`config.mk`:
```
export PLATFORM = sky130hd
export DESIGN_NAME = lcd_segment_char_writer
export DESIGN_NICKNAME = d
export VERILOG_FILES = /design/src/design/lsw_pkg.sv /design/src/design/lcd_segment_char_writer.sv /design/src/design/lsw_front.sv /design/src/design/lsw_cmd_fifo.sv /design/src/design/lsw_back.sv
export SDC_FILE = /design/constraint.sdc
export NUM_CORES = 1
export LEC_CHECK = 0
export BUFFER_PORTS_ARGS = -buffer_cell sky130_fd_sc_hd__buf_2
export CORE_MARGIN = 2
export CORE_UTILIZATION = 50
export CTS_CLUSTER_SIZE = 30
export DETAILED_ROUTE_END_ITERATION = 10
export PLACE_DENSITY = 0.66
export SLEW_MARGIN = 0
export SYNTH_ARGS = -nofsm -noshare
export SYNTH_HDL_FRONTEND = slang
export SYNTH_HIERARCHICAL = 1
export SYNTH_SLANG_ARGS = --single-unit
```
`constraint.sdc`:
```
create_clock -name clk -period 4.9 [get_ports clk]
set_clock_uncertainty 0.1 [all_clocks]
set_input_delay 0.98 -clock clk [delete_from_list [all_inputs] [get_ports clk]]
set_output_delay 0.98 -clock clk [all_outputs]
set_load 0.005 [all_outputs]
```
`src/design/lsw_pkg.sv`:
```
`default_nettype none
// ----------------------------------------------------------------------------
// lsw_pkg
// Shared types, constants and the segment pattern ROM for the LCD segment
// character writer.
// ----------------------------------------------------------------------------
package lsw_pkg;

  localparam int NUM_DISPLAY_REGS = 20;
  localparam int NUM_DIGITS_DEF   = 6;
  localparam int WRITES_PER_CHAR  = 4;
  localparam int GROUP_STRIDE     = NUM_DISPLAY_REGS / WRITES_PER_CHAR;
  localparam int REG_IDX_W        = 5;
  localparam int CMD_Q_DEPTH      = 2;
  localparam int CMD_Q_PTR_W      = (CMD_Q_DEPTH > 1) ? $clog2(CMD_Q_DEPTH) : 1;
  localparam int CMD_Q_CNT_W      = $clog2(CMD_Q_DEPTH + 1);

  localparam logic [7:0] CHAR_FIRST    = 8'h2A;
  localparam logic [7:0] CHAR_LAST     = 8'h7A;
  localparam logic [7:0] LOWER_FIRST   = 8'h61;
  localparam logic [7:0] CASE_BIT_MASK = 8'h20;
  localparam logic [7:0] NIB_LO_MASK   = 8'h0F;
  localparam logic [7:0] NIB_HI_MASK   = 8'hF0;

  localparam logic [REG_IDX_W-1:0] LAST_REG_IDX = REG_IDX_W'(NUM_DISPLAY_REGS - 1);

  // Command handed from front to back.
  typedef struct packed {
    logic        clear;
    logic        odd;
    logic [1:0]  base;
    logic [15:0] seg;
  } cmd_t;

  typedef enum logic [1:0] {
    BK_IDLE,
    BK_CLEAR,
    BK_WRITE
  } bk_state_t;

  // Segment pattern by code - '*'. Past the table (backquote) reads blank.
  function automatic logic [15:0] seg_rom(input logic [5:0] code);
    logic [15:0] p;
    unique case (code)
      6'd0:  p = 16'h0A51;  6'd1:  p = 16'h2A80;  6'd2:  p = 16'h0000;
      6'd3:  p = 16'h0A00;  6'd4:  p = 16'h0A51;  6'd5:  p = 16'h0000;
      6'd6:  p = 16'h5559;  6'd7:  p = 16'h0118;  6'd8:  p = 16'h1E11;
      6'd9:  p = 16'h1B11;  6'd10: p = 16'h0B50;  6'd11: p = 16'h1B41;
      6'd12: p = 16'h1F41;  6'd13: p = 16'h0111;  6'd14: p = 16'h1F51;
      6'd15: p = 16'h1B51;  6'd23: p = 16'h0F51;  6'd24: p = 16'h3991;
      6'd25: p = 16'h1441;  6'd26: p = 16'h3191;  6'd27: p = 16'h1E41;
      6'd28: p = 16'h0E41;  6'd29: p = 16'h1D41;  6'd30: p = 16'h0F50;
      6'd31: p = 16'h2080;  6'd32: p = 16'h1510;  6'd33: p = 16'h8648;
      6'd34: p = 16'h1440;  6'd35: p = 16'h0578;  6'd36: p = 16'h8570;
      6'd37: p = 16'h1551;  6'd38: p = 16'h0E51;  6'd39: p = 16'h9551;
      6'd40: p = 16'h8E51;  6'd41: p = 16'h9021;  6'd42: p = 16'h2081;
      6'd43: p = 16'h1550;  6'd44: p = 16'h4448;  6'd45: p = 16'hC550;
      6'd46: p = 16'hC028;  6'd47: p = 16'h2028;  6'd48: p = 16'h5009;
      default: p = 16'h0000;
    endcase
    return p;
  endfunction

endpackage
`default_nettype wire

```
`src/design/lcd_segment_char_writer.sv`:
```
`default_nettype none
// ----------------------------------------------------------------------------
// lcd_segment_char_writer
// Fourteen-segment character writer with a 20-byte display memory image.
// ----------------------------------------------------------------------------
// Usage: push a transaction with kind=0 to show an ASCII character ('*'..'z',
// lowercase shown as uppercase) at digit position 0..NUM_DIGITS-1, or kind=1
// to blank the display. A character produces four register writes (registers
// pos/2, +5, +10, +15) and a clear produces twenty writes (0 up to 19), each
// carrying the new full byte; out_last marks the final write of a request.
// Characters out of range and positions at or above NUM_DIGITS are taken and
// produce nothing. The image is all zero after reset. The back-end sequencer
// issues one write per cycle when not stalled at its output register, with
// back-to-back commands chained without a gap; a 2-deep command queue lets
// new requests be taken while the sequencer is busy.
// ----------------------------------------------------------------------------
module lcd_segment_char_writer import lsw_pkg::*; #(
  parameter int NUM_DIGITS = NUM_DIGITS_DEF
) (
  input  wire logic                  clk,
  input  wire logic                  rst_n,
  // request side
  input  wire logic                  push,
  output logic                       full,
  input  wire logic                  in_kind,
  input  wire logic [2:0]            in_position,
  input  wire logic [7:0]            in_character,
  // register write side
  output logic                       empty,
  input  wire logic                  pop,
  output logic [REG_IDX_W-1:0]       out_reg_index,
  output logic [7:0]                 out_reg_value,
  output logic                       out_last
);

  logic q_push;
  cmd_t q_wr_cmd;
  cmd_t q_rd_cmd;
  logic q_pop;
  logic q_full;
  logic q_empty;

  // Front: accept and classify; drops no-op requests.
  lsw_front #(
    .NUM_DIGITS (NUM_DIGITS)
  ) u_front (
    .push         (push),
    .q_full       (q_full),
    .in_kind      (in_kind),
    .in_position  (in_position),
    .in_character (in_character),
    .full         (full),
    .q_push       (q_push),
    .q_cmd        (q_wr_cmd)
  );

  // Command queue decoupling front and back.
  lsw_cmd_fifo u_cmd_fifo (
    .clk     (clk),
    .rst_n   (rst_n),
    .wr_en   (q_push),
    .wr_cmd  (q_wr_cmd),
    .rd_en   (q_pop),
    .rd_cmd  (q_rd_cmd),
    .q_full  (q_full),
    .q_empty (q_empty)
  );

  // Back: read-modify-write sequencer holding the display image.
  lsw_back u_back (
    .clk           (clk),
    .rst_n         (rst_n),
    .q_empty       (q_empty),
    .q_cmd         (q_rd_cmd),
    .q_pop         (q_pop),
    .pop           (pop),
    .empty         (empty),
    .out_reg_index (out_reg_index),
    .out_reg_value (out_reg_value),
    .out_last      (out_last)
  );

endmodule
`default_nettype wire

```
`src/design/lsw_front.sv`:
```
`default_nettype none
// ----------------------------------------------------------------------------
// lsw_front
// Accepts input transactions, drops ones that write nothing, and turns the
// rest into clear or character commands with the segment pattern resolved.
// ----------------------------------------------------------------------------
module lsw_front import lsw_pkg::*; #(
  parameter int NUM_DIGITS = NUM_DIGITS_DEF
) (
  input  wire logic       push,
  input  wire logic       q_full,
  input  wire logic       in_kind,
  input  wire logic [2:0] in_position,
  input  wire logic [7:0] in_character,
  output logic            full,
  output logic            q_push,
  output cmd_t            q_cmd
);

  localparam logic [2:0] POS_LIMIT = 3'(NUM_DIGITS);

  logic       accept;
  logic       char_ok;
  logic [7:0] folded;
  logic [5:0] code;

  assign full   = q_full;
  assign accept = push && !q_full;

  always_comb begin
    folded = (in_character >= LOWER_FIRST) ? (in_character & ~CASE_BIT_MASK)
                                           : in_character;
    code    = 6'(folded - CHAR_FIRST);
    char_ok = (in_position < POS_LIMIT) &&
              (in_character >= CHAR_FIRST) && (in_character <= CHAR_LAST);
  end

  always_comb begin
    q_cmd.clear = in_kind;
    q_cmd.odd   = in_position[0];
    q_cmd.base  = in_position[2:1];
    q_cmd.seg   = seg_rom(code);
    q_push      = accept && (in_kind || char_ok);
  end

endmodule
`default_nettype wire

```
`src/design/lsw_cmd_fifo.sv`:
```
`default_nettype none
// ----------------------------------------------------------------------------
// lsw_cmd_fifo
// Short command queue between front and back.
// ----------------------------------------------------------------------------
module lsw_cmd_fifo import lsw_pkg::*; (
  input  wire logic clk,
  input  wire logic rst_n,
  input  wire logic wr_en,
  input  wire cmd_t wr_cmd,
  input  wire logic rd_en,
  output cmd_t      rd_cmd,
  output logic      q_full,
  output logic      q_empty
);

  cmd_t                   mem_r [CMD_Q_DEPTH];
  logic [CMD_Q_PTR_W-1:0] wr_ptr_r, wr_ptr_nxt;
  logic [CMD_Q_PTR_W-1:0] rd_ptr_r, rd_ptr_nxt;
  logic [CMD_Q_CNT_W-1:0] count_r, count_nxt;
  logic                   do_wr, do_rd;

  assign q_full  = (count_r == CMD_Q_CNT_W'(CMD_Q_DEPTH));
  assign q_empty = (count_r == '0);
  assign rd_cmd  = mem_r[rd_ptr_r];
  assign do_wr   = wr_en && !q_full;
  assign do_rd   = rd_en && !q_empty;

  always_comb begin
    wr_ptr_nxt = wr_ptr_r;
    rd_ptr_nxt = rd_ptr_r;
    count_nxt  = count_r;
    if (do_wr) begin
      wr_ptr_nxt = (wr_ptr_r == CMD_Q_PTR_W'(CMD_Q_DEPTH - 1)) ? '0 : wr_ptr_r + 1'b1;
    end
    if (do_rd) begin
      rd_ptr_nxt = (rd_ptr_r == CMD_Q_PTR_W'(CMD_Q_DEPTH - 1)) ? '0 : rd_ptr_r + 1'b1;
    end
    if (do_wr && !do_rd) begin
      count_nxt = count_r + 1'b1;
    end else if (do_rd && !do_wr) begin
      count_nxt = count_r - 1'b1;
    end
  end

  always_ff @(posedge clk) begin
    if (!rst_n) begin
      wr_ptr_r <= '0;
      rd_ptr_r <= '0;
      count_r  <= '0;
    end else begin
      wr_ptr_r <= wr_ptr_nxt;
      rd_ptr_r <= rd_ptr_nxt;
      count_r  <= count_nxt;
    end
  end

  always_ff @(posedge clk) begin
    if (do_wr) begin
      mem_r[wr_ptr_r] <= wr_cmd;
    end
  end

endmodule
`default_nettype wire

```
`src/design/lsw_back.sv`:
```
`default_nettype none
// ----------------------------------------------------------------------------
// lsw_back
// Executes commands against the display image: one register write per cycle
// unless stalled at the single output register through which writes are presented.
// ----------------------------------------------------------------------------
module lsw_back import lsw_pkg::*; (
  input  wire logic                  clk,
  input  wire logic                  rst_n,
  input  wire logic                  q_empty,
  input  wire cmd_t                  q_cmd,
  output logic                       q_pop,
  input  wire logic                  pop,
  output logic                       empty,
  output logic [REG_IDX_W-1:0]       out_reg_index,
  output logic [7:0]                 out_reg_value,
  output logic                       out_last
);

  bk_state_t            state_r, state_nxt;
  cmd_t                 cmd_r;
  logic [REG_IDX_W-1:0] step_r, step_nxt;
  logic [7:0]           image_r [NUM_DISPLAY_REGS];

  logic                 out_valid_r;
  logic [REG_IDX_W-1:0] out_idx_r;
  logic [7:0]           out_val_r;
  logic                 out_last_r;

  logic                 can_emit;
  logic                 emit_en;
  logic [REG_IDX_W-1:0] emit_idx;
  logic [7:0]           emit_val;
  logic                 emit_last;
  logic [3:0]           nib;
  logic [7:0]           old_val;

  assign can_emit = !out_valid_r || pop;

  // Outputs of the sequencer.
  always_comb begin
    emit_en   = 1'b0;
    emit_idx  = step_r;
    emit_val  = '0;
    emit_last = 1'b0;
    nib       = '0;
    old_val   = '0;
    q_pop     = 1'b0;
    unique case (state_r)
      BK_IDLE: begin
        q_pop = !q_empty;
      end
      BK_CLEAR: begin
        emit_en   = can_emit;
        emit_idx  = step_r;
        emit_last = (step_r == LAST_REG_IDX);
      end
      BK_WRITE: begin
        emit_en   = can_emit;
        emit_idx  = REG_IDX_W'(cmd_r.base) +
                    REG_IDX_W'(step_r[1:0]) * REG_IDX_W'(GROUP_STRIDE);
        nib       = cmd_r.seg[{step_r[1:0], 2'b00} +: 4];
        old_val   = image_r[emit_idx];
        emit_val  = cmd_r.odd ? ((old_val & NIB_LO_MASK) | {nib, 4'h0})
                              : ((old_val & NIB_HI_MASK) | {4'h0, nib});
        emit_last = (step_r[1:0] == 2'(WRITES_PER_CHAR - 1));
      end
      default: begin
        q_pop = 1'b0;
      end
    endcase
    if (emit_en && emit_last) begin
      q_pop = !q_empty;
    end
  end

  // Next state.
  always_comb begin
    state_nxt = state_r;
    unique case (state_r)
      BK_IDLE: begin
        if (!q_empty) begin
          state_nxt = q_cmd.clear ? BK_CLEAR : BK_WRITE;
        end
      end
      BK_CLEAR, BK_WRITE: begin
        if (emit_en && emit_last) begin
          if (!q_empty) begin
            state_nxt = q_cmd.clear ? BK_CLEAR : BK_WRITE;
          end else begin
            state_nxt = BK_IDLE;
          end
        end
      end
      default: state_nxt = BK_IDLE;
    endcase
  end

  always_comb begin
    step_nxt = step_r;
    if (q_pop) begin
      step_nxt = '0;
    end else if (emit_en) begin
      step_nxt = step_r + 1'b1;
    end
  end

  always_ff @(posedge clk) begin
    if (!rst_n) begin
      state_r     <= BK_IDLE;
      step_r      <= '0;
      out_valid_r <= 1'b0;
      for (int i = 0; i < NUM_DISPLAY_REGS; i++) begin
        image_r[i] <= '0;
      end
    end else begin
      state_r <= state_nxt;
      step_r  <= step_nxt;
      if (emit_en) begin
        out_valid_r       <= 1'b1;
        image_r[emit_idx] <= emit_val;
      end else if (pop) begin
        out_valid_r <= 1'b0;
      end
    end
  end

  always_ff @(posedge clk) begin
    if (q_pop) begin
      cmd_r <= q_cmd;
    end
    if (emit_en) begin
      out_idx_r  <= emit_idx;
      out_val_r  <= emit_val;
      out_last_r <= emit_last;
    end
  end

  assign empty         = !out_valid_r;
  assign out_reg_index = out_idx_r;
  assign out_reg_value = out_val_r;
  assign out_last      = out_last_r;

endmodule
`default_nettype wire
```
==> impl_metrics.tcl, run 1 <==
set metrics [dict create \
    start_util_pct 50.4 \
    maxSlewViolCount 0 \
    portBuffers 31 \
    crit_fanout 13 \
    p_clk_share_pct 29.2 \
    nNetsFinal 1176 \
    ctsHoldBuffers 0 \
    holdPathStages 2 \
    dr.pass1.iters 5 \
    hold_ws_ps 427 \
    drt-initial-drc-count 709 \
    io_pins 32 \
    cp.required_ps 5000 \
    max_freq_mhz 257 \
    area_delta_synth_final_pct 11.8 \
    p_sw_w 0.00342 \
    dieHeight_um 182 \
    syn_area_per_cell_um2 14.2 \
    cts_resized 0 \
    numCtsBuffers 37 \
    cp-start-kind "flop" \
    ys.flop_type "edfxtp_1" \
    slowest_delay_ps 720 \
    hpwl_um 23300 \
    synth_xor_area_share_pct 0.774 \
    max_cap_violations 0 \
    ys_ff_latch 342 \
    synth_warnings 6 \
    synth_top_family_by_area "multiplexers" \
    leakage_nw 5.99 \
    rows 65 \
    internal-power_w 0.00671 \
    htreeDepth 2 \
    grt_overflow 0 \
    swShare_pct 33.7 \
    synthCells 1113 \
    yosys-mux-area-fraction_pct 12.7 \
    peakVddDrop_v 0.000356 \
    clockBufferDepth 3 \
    p_seq_share_pct 36.4 \
    hp-class "reg -> reg" \
    grt_pass1_vias 9605 \
    yosys.area_share.adder_pct 1.71 \
    power.density_nw_per_um2 572 \
    core-area_um2 31400 \
    netlist_area_um2 15800 \
    die_area_um2 33100 \
    finalSetupTns_ps 0 \
    routed_wl_um 35900 \
    synthArstFlopShare_pct 0 \
    final_antenna_net_count 0 \
    clockRootBuffer "clkbuf_16" \
    yosysSeqAreaShare_pct 64.0 \
    synth_compound_area_share_pct 5.89 \
    cts_setup_buffers 0 \
    status "finished, final reports clean" \
    via_per_inst 6.07 \
    clock_latency_ps 530 \
    rr_worst_depth 9 \
    vias 9528 \
    routedWlPerCell_um 22.9 \
    setup_viol 0 \
    track_usage_pct 22.1 \
    hold_viol 0 \
    antenna_found_initial 0 \
    gp_congestion 0.821 \
    antenna_cells 0 \
    power_frac_comb_pct 34.4 \
    crit_family "adder cells" \
    finalCritPeriodShare_pct 79.3 \
    rsz0062_at_grt "false" \
    final.min_clock_period_ps 3890 \
    drive_gt1_share_pct 21.9 \
    clkTransAtPathRegs_ps 60 \
    critPathArrivalTime_ps 3980 \
    cts_sinks 342 \
    critPathKind "reg -> reg" \
    die_w_um 182 \
    max_slew_margin_pct 8.02 \
    cp.depth 9 \
    worst-path-buf-inv 1 \
    cts_tree "done" \
    p_total_w 0.0101 \
    synth-edff-count 329 \
    ys_types 70 \
    worstMarginPinSlew_ps 1370 \
    grt_pass1_wl_um 55700 \
    endpoint_kind "flop" \
    path_cells "ha_1, ha_4, fa_1, xor2_4, buf_4, mux2i_1, o22ai_1, a31oi_2, nor2_1" \
    drc 0 \
    grt_max_degree 37 \
    cp_slowest_cell "nor2_1" \
    yosys.area_share.simple_pct 11.4 \
]
cell usage in the layout, fill, tap and decap left out, types with 9 or more instances in the layout:
| master | synthesis | layout |
|---|---|---|
| nand2_1 | 41 | 41 |
| a21oi_1 | 19 | 18 |
| ha_1 | 20 | 18 |
| inv_1 | 21 | 21 |
| dfxtp_1 | 13 | 13 |
| a22o_1 | 9 | 9 |
| buf_2 | 30 | 31 |
| clkbuf_16 | 0 | 37 |
| a22oi_1 | 12 | 12 |
| nand2b_1 | 14 | 14 |
| nor3_1 | 167 | 166 |
| mux2i_1 | 59 | 59 |
| nand3_1 | 14 | 14 |
| o21ai_0 | 32 | 24 |
| o21ai_1 | 6 | 13 |
| o22ai_1 | 19 | 19 |
| mux2_2 | 40 | 40 |
| nand2_2 | 16 | 16 |
| nor2_1 | 48 | 48 |
| mux4_2 | 40 | 40 |
| buf_4 | 17 | 37 |
| edfxtp_1 | 329 | 329 |
cell usage after synthesis, drive strengths merged, types with 3 or more instances:
master | instances | share of area [%]
nor3 | 174 | 5.8
dfxtp | 13 | 1.6
a22o | 9 | 0.50
a22oi | 12 | 0.57
a21o | 6 | 0.28
o311ai | 3 | 0.17
a21oi | 20 | 0.66
nor2 | 51 | 1.4
nand3 | 14 | 0.44
and2 | 8 | 0.32
edfxtp | 329 | 62
mux4 | 40 | 5.7
a211oi | 4 | 0.19
nor2b | 7 | 0.28
a21boi | 4 | 0.26
xnor2 | 6 | 0.33
clkbuf | 28 | 0.66
a31oi | 9 | 0.36
inv | 23 | 0.55
mux2i | 61 | 4.0
o22ai | 19 | 0.75
nand2b | 14 | 0.55
o21ai | 38 | 1.2
buf | 55 | 2.2
xor2 | 5 | 0.44
nand2 | 57 | 1.6
o211ai | 4 | 0.19
nand4 | 3 | 0.12
mux2 | 42 | 3.0
or3 | 6 | 0.24
ha | 20 | 1.6
and3 | 4 | 0.16
cell families (layout without fill, tap and decap cells):
logic type	Yosys count	count (layout)
other cells	1	2
fa+ha+maj	21	21
mux	143	143
buf+inv	106	159
compound gates	141	141
simple gates	348	348
flops	342	342
xor+xnor	11	11
metal layers:
metal	global-route usage (%)	vias up	part of all wire [%]
li1	-	4367	-
met1	30.5	4797	43
met2	37.1	293	49
met3	2.67	71	4.9
met4	6.97	0	2.9
met5	0	-	0
area by class of cell:
class / count / area (um2)
clock buffer: 46 / 970
inverter: 23 / 86.3
tap: 402 / 503
fill: 2499 / 13700
clock inverter: 21 / 320
multi-input combinational: 666 / 5230
timing repair buffer: 69 / 453
sequential: 342 / 10100
registers in the layout, indices dropped and copies added (netlist names), 2 cells and up, named ones only:
signal                count
u_back/step_r             5
u_back/out_reg_index      5
u_back/image_r          256
u_cmd_fifo/count_r        2
u_cmd_fifo/mem_r         40
u_back/cmd_r             19
u_back/state_r            2
u_back/out_reg_value      8
power by group through the flow:
| stage | Sequential [W] | Combinational [W] | Clock (W) |
|---|---|---|---|
| finish | 0.00368 | 0.00349 | 0.00296 |
| floorplan | 0.00369 | 0.00252 | 0 |
| global placement | 0.00373 | 0.00342 | 0 |
| CTS | 0.00369 | 0.00348 | 0.00300 |
| global route | 0.00371 | 0.00371 | 0.00312 |
| detailed placement | 0.00374 | 0.00347 | 0 |
worst register-to-register path, delay by kind of cell (launching register included):
| kind | cells | cell delay, ps |
|---|---|---|
| buffers and inverters | 1 | 330 |
| DFF | 1 | 370 |
| xor gates and xnor gates | 1 | 500 |
| adders and majority gates | 3 | 1100 |
| AOI/OAI and AO/OA | 2 | 330 |
| and+or+nand+nor | 1 | 720 |
| muxes | 1 | 130 |
final timing paths:
check                                 startpoint  slack (ps)                           endpoint
hold reg to reg   u_back/state_r[0]$_SDFFE_PN0P_         430     u_back/state_r[0]$_SDFFE_PN0P_
setup / recovery      u_back/cmd_r[17]$_DFFE_PP_        1010  u_back/out_reg_value[2]$_DFFE_PP_
setup reg to reg      u_back/cmd_r[17]$_DFFE_PP_        1010  u_back/out_reg_value[2]$_DFFE_PP_
hold / removal    u_back/state_r[0]$_SDFFE_PN0P_         430     u_back/state_r[0]$_SDFFE_PN0P_
metrics by stage:
step / utilization, % / instance area [um2] / setup WS (ps) / std cells
finish: 56.4 / 17700 / 1010 / 1569
global route: 56.4 / 17700 / 808 / 1569
CTS: 56.4 / 17700 / 1010 / 1569
detailed placement: 52.3 / 16400 / 1070 / 1502
global placement: 52.3 / 16400 / 1110 / 1502
floorplan: - / 15800 / 1280 / 1114
(Power assumes the default switching activity.)
==> run 2: changes to the inputs <==
ABC_AREA = 1   (was default)
clock period = 3.59 ns   (was 4.9 ns; I/O delays follow)
==> run 2 against run 1 <==
  * Synthesized area is 0.62% higher
  * Sequential cell count stayed put
  * Largest power group is now combinational logic
  * Die area is 0.61% higher
  * Sequential power is 37% higher
  * Maximum frequency is 16% higher
  * Routed wire length is 5.6% higher
  * Design area is 0.31% higher
==> impl_metrics.tcl, run 2 <==
set metrics [dict create \
    status "finished, final reports clean" \
    cts_setup_buffers 0 \
    drc 0 \
    track_usage_pct 23.1 \
    synthTopCellsByArea "edfxtp_1, nand2_1, nand3_1" \
    synth_compound_area_share_pct 1.99 \
    ys.flop_type "edfxtp_1" \
    crit_family "adder cells" \
    antenna_found_initial 0 \
    rsz0062_at_grt "false" \
    area_delta_synth_final_pct 11.5 \
    yosysTopAreaCell "edfxtp_1" \
    synthCells 1600 \
    final.min_clock_period_ps 3360 \
    hold_viol 0 \
    cts_sinks 342 \
    die_area_um2 33300 \
    critPathArrivalTime_ps 3430 \
    grt_pass1_vias 11088 \
    htreeDepth 2 \
    dr.pass1.iters 5 \
    drive_gt1_share_pct 12.7 \
    fin_util_pct 56.4 \
    p_clk_share_pct 24.9 \
    hp-class "in -> reg" \
    hold_ws_ps 310 \
    routed_wl_um 37900 \
    syn_area_per_cell_um2 9.96 \
    antenna_cells 0 \
    nFillCells 2690 \
    cp_slowest_cell "fa_1" \
    dieHeight_um 183 \
    worstMarginPinSlew_ps 917 \
    rows 65 \
    max_freq_mhz 297 \
    finalCritPeriodShare_pct 93.7 \
    core-area_um2 31500 \
    largest_register_ffs 256 \
    synth_top_family_by_area "simple AND/OR/NAND/NOR gates" \
    clockRootBuffer "clkbuf_16" \
    internal-power_w 0.00848 \
    ctsHoldBuffers 0 \
    synth_xor_area_share_pct 0.220 \
    seqCellArea_um2 10100 \
    clkTransAtPathRegs_ps 60 \
    gp_congestion 0.868 \
    vias 11542 \
    final_area_um2 17800 \
    final_cells 2070 \
    yosysTopAreaCellShare_pct 62.0 \
    finalSetupTns_ps 0 \
    path_cells "ha_1, ha_2, fa_1, xnor2_1, buf_4, o21ai_2, buf_4, nor3_4, nand2_2, nand2_1" \
    final_common_cell "nand2_1" \
    yosys.area_share.adder_pct 1.70 \
    critPathKind "reg -> reg" \
    portBuffers 31 \
    synth-edff-count 329 \
    ys_ff_latch 342 \
    swShare_pct 39.1 \
    cp-start-kind "flop" \
    worst-path-buf-inv 2 \
    max_slew_margin_pct 38.8 \
    drt-initial-drc-count 993 \
    p_seq_share_pct 36.2 \
    final_antenna_net_count 0 \
    routedWlPerCell_um 18.3 \
    yosys.area_share.simple_pct 26.4 \
    synthTopCellsByCount "nand2_1, edfxtp_1, nand3_1, nor2_1, inv_1" \
    nNetsFinal 1679 \
    leakage_nw 6.77 \
    grt_overflow 0 \
    netlist_area_um2 15900 \
    setup_viol 0 \
    maxSlewViolCount 0 \
    peakVddDrop_v 0.000510 \
    top_regs "u_back/image_r: 256 flops, u_cmd_fifo/mem_r: 40 flops, u_back/cmd_r: 19 flops" \
    p_sw_w 0.00543 \
    crit_fanout 11 \
    clock_latency_ps 520 \
    via_per_inst 5.58 \
    ys_types 39 \
    clockBufferDepth 3 \
    grt_max_degree 99 \
    placedCellCount 2006 \
    max_cap_violations 0 \
    hpwl_um 25200 \
    io_pins 32 \
    power_frac_comb_pct 38.9 \
    slowest_delay_ps 410 \
    synthArstFlopShare_pct 0 \
    start_util_pct 50.6 \
    yosys-mux-area-fraction_pct 1.41 \
    cts_tree "done" \
    cp.required_ps 3650 \
    dpl_cell_area_um2 16700 \
    post-synth-top-count-cell "nand2_1" \
    numCtsBuffers 36 \
    grt_pass1_wl_um 59700 \
    final_cell_mix "nand2_1, edfxtp_1, nand3_1" \
    power.density_nw_per_um2 783 \
    cts_resized 0 \
    endpoint_kind "flop" \
    yosysSeqAreaShare_pct 63.6 \
    regMostFlops "u_back/image_r" \
    multi_input_area_um2 5080 \
    cp_common_cell "buf_4" \
    die_w_um 183 \
    synth_warnings 6 \
]
## run 2: final timing paths
path | from | to | slack (ps) | cells past startpoint
min | in_kind | u_cmd_fifo/mem_r[0][19]$_DFFE_PP_ | 310 | 1
max reg2reg | u_back/cmd_r[17]$_DFFE_PP_ | u_back/image_r[19][5]$_SDFFCE_PN0P_ | 230 | 10
max | u_back/cmd_r[17]$_DFFE_PP_ | u_back/image_r[19][5]$_SDFFCE_PN0P_ | 230 | 10
min reg2reg | u_cmd_fifo/rd_ptr_r$_SDFFE_PN0P_ | u_cmd_fifo/rd_ptr_r$_SDFFE_PN0P_ | 400 | 2
## run 2: per-layer routing
layer / vias to the layer above / global-route usage, % / share of wire [%]
met4: 0 / 9.06 / 3.7
met3: 94 / 3.63 / 6.4
met2: 417 / 39.1 / 49
met5: - / 0 / 0
li1: 5480 / - / -
met1: 5551 / 29.9 / 41
## run 2: cells by family after synthesis
logic type | after synthesis
simple gates | 999
buf+inv | 161
compound gates | 52
mux | 20
flops | 342
other cells | 1
xor+xnor | 4
fa+ha+maj | 21
## run 2: layout make-up
type | instances | area share, %
clock buffer | 49 | 5.35
sequential | 342 | 57.1
inverter | 69 | 1.47
multi-input combinational | 1098 | 28.6
timing repair buffer | 95 | 3.86
tap | 402 | 2.83
clock inverter | 15 | 0.789
## run 2: worst register-to-register path, cell delays in order (launching register included)
cell      delay (ps)
edfxtp_1         360
ha_1             310
ha_2             200
fa_1             410
xnor2_1          260
buf_4            250
o21ai_2           80
buf_4            160
nor3_4           300
nand2_2          220
nand2_1          360
## run 2: per-stage QoR
stage / power (W) / setup slack [ps]
after floorplan: 0.00854 / 95.2
after global placement: 0.0104 / 294
after detailed placement: 0.0105 / 281
after CTS: 0.0140 / 273
after global routing: 0.0147 / 3.20
final: 0.0139 / 227
## run 2: power groups by stage
stage | combinational [W] | clock, W | sequential (W)
floorplan | 0.00347 | 0 | 0.00507
global placement | 0.00531 | 0 | 0.00512
detailed placement | 0.00537 | 0 | 0.00513
CTS | 0.00540 | 0.00352 | 0.00505
global route | 0.00591 | 0.00367 | 0.00508
finish | 0.00541 | 0.00346 | 0.00504
==> run 3: changes to the inputs <==
CORE_ASPECT_RATIO = 1.25   (was default)
==> run 3 against run 2 <==
  * Worst hold slack hardly changed
  * Sequential cell count unchanged
  * Critical path depth grew 1
  * Largest cell class unchanged
  * Critical path type unchanged
  * Highest routed layer unchanged
  * Combinational power up 1%
  * Worst setup slack worse by 13 ps
  * First-iteration DRC count increased by 14%
  * Die area barely moved
  * Utilization fell by 0.056 points
  * Non-clock buffer count down 1
  * Global-route usage grew 1.1 points
==> impl_metrics.tcl, run 3 (synthesized netlist as in run 2, its figures left out) <==
set metrics [dict create \
    peakVddDrop_v 0.000680 \
    finalSetupTns_ps 0 \
    track_usage_pct 24.1 \
    top_regs "u_back/image_r: 256 flops, u_cmd_fifo/mem_r: 40 flops, u_back/cmd_r: 19 flops" \
    area_delta_synth_final_pct 11.8 \
    endpoint_kind "flop" \
    hpwl_um 26800 \
    max_freq_mhz 296 \
    nNetsFinal 1676 \
    final.min_clock_period_ps 3380 \
    routedWlPerCell_um 19.0 \
    grt_max_degree 101 \
    portBuffers 31 \
    worstMarginPinSlew_ps 892 \
    clockRootBuffer "clkbuf_16" \
    max_cap_violations 0 \
    dpl_cell_area_um2 16700 \
    clkTransAtPathRegs_ps 60 \
    maxSlewViolCount 0 \
    cp-start-kind "flop" \
    dr.pass1.iters 6 \
    final_cell_mix "nand2_1, edfxtp_1, nand3_1" \
    crit_family "adder cells" \
    nFillCells 2751 \
    numCtsBuffers 34 \
    rsz0062_at_grt "false" \
    start_util_pct 50.4 \
    fin_util_pct 56.4 \
    final_area_um2 17800 \
    critPathArrivalTime_ps 3460 \
    grt_pass1_wl_um 61300 \
    core-area_um2 31600 \
    leakage_nw 6.78 \
    status "finished, final reports clean" \
    critPathKind "reg -> reg" \
    regMostFlops "u_back/image_r" \
    power.density_nw_per_um2 789 \
    clockBufferDepth 3 \
    slowest_delay_ps 400 \
    grt_pass1_vias 11431 \
    cp_slowest_cell "fa_1" \
    setup_viol 0 \
    max_slew_margin_pct 40.4 \
    worst-path-buf-inv 2 \
    hp-class "in -> reg" \
    crit_fanout 11 \
    finalCritPeriodShare_pct 94.0 \
    grt_overflow 0 \
    ctsHoldBuffers 0 \
    dieHeight_um 204 \
    vias 11438 \
    via_per_inst 5.51 \
    io_pins 32 \
    routed_wl_um 39500 \
    final_antenna_net_count 0 \
    largest_register_ffs 256 \
    final_common_cell "nand2_1" \
    drc 0 \
    cts_setup_buffers 0 \
    die_w_um 164 \
    die_area_um2 33300 \
    cts_sinks 342 \
    antenna_cells 0 \
    cts_tree "done" \
    cts_resized 0 \
    cp.required_ps 3680 \
    rows 73 \
    hold_viol 0 \
    antenna_found_initial 0 \
    clock_latency_ps 520 \
    path_cells "ha_1, ha_2, fa_1, xnor2_1, buf_4, o21ai_2, nand2_1, nor2_1, buf_4, nand2_2, nand2_1" \
    drt-initial-drc-count 1135 \
    htreeDepth 2 \
    gp_congestion 0.920 \
    drive_gt1_share_pct 12.9 \
]
[run 3: per-stage QoR]
stage / hold WS [ps] / cells / setup WS (ps) / power [W]
after detailed placement: 399 / 2015 / 236 / 0.0106
after global placement: 379 / 2015 / 330 / 0.0105
after floorplan: 367 / 1601 / 95.2 / 0.00854
final: 310 / 2076 / 214 / 0.0141
after CTS: 288 / 2076 / 213 / 0.0141
after global routing: 299 / 2076 / 40.8 / 0.0147
[run 3: path summary, 6_finish.rpt]
check / start / end / slack [ps] / depth (start not counted)
max: u_back/cmd_r[17]$_DFFE_PP_ / u_back/image_r[9][3]$_SDFFCE_PN0P_ / 210 / 11
min: in_position[0] / u_cmd_fifo/mem_r[1][18]$_DFFE_PP_ / 310 / 1
max reg2reg: u_back/cmd_r[17]$_DFFE_PP_ / u_back/image_r[9][3]$_SDFFCE_PN0P_ / 210 / 11
min reg2reg: u_cmd_fifo/wr_ptr_r$_SDFFE_PN0P_ / u_cmd_fifo/wr_ptr_r$_SDFFE_PN0P_ / 420 / 2
[run 3: cell type report]
cell class                 count  area (um2)  share of cell area (%)
clock buffer                  39         901                    5.06
clock inverter                22         214                    1.20
inverter                      69         260                    1.46
multi-input combinational   1098        5080                    28.5
sequential                   342       10100                    56.9
tap                          412         515                    2.89
timing repair buffer          94         703                    3.95
[run 3: layer usage]
| metal | wire length, um | global-route usage, % | vias to the layer above |
|---|---|---|---|
| met2 | 20500 | 43.3 | 408 |
| met3 | 2300 | 3.34 | 109 |
| met5 | 0 | 0 | - |
| li1 | - | - | 5468 |
| met4 | 1780 | 11.3 | 0 |
| met1 | 14900 | 28.4 | 5453 |
[run 3: power breakdown]
part	internal (W)	switching, W
sequential	0.00490	0.000144
clock	0.00209	0.00145
combinational	0.00161	0.00386
total	0.00860	0.00546
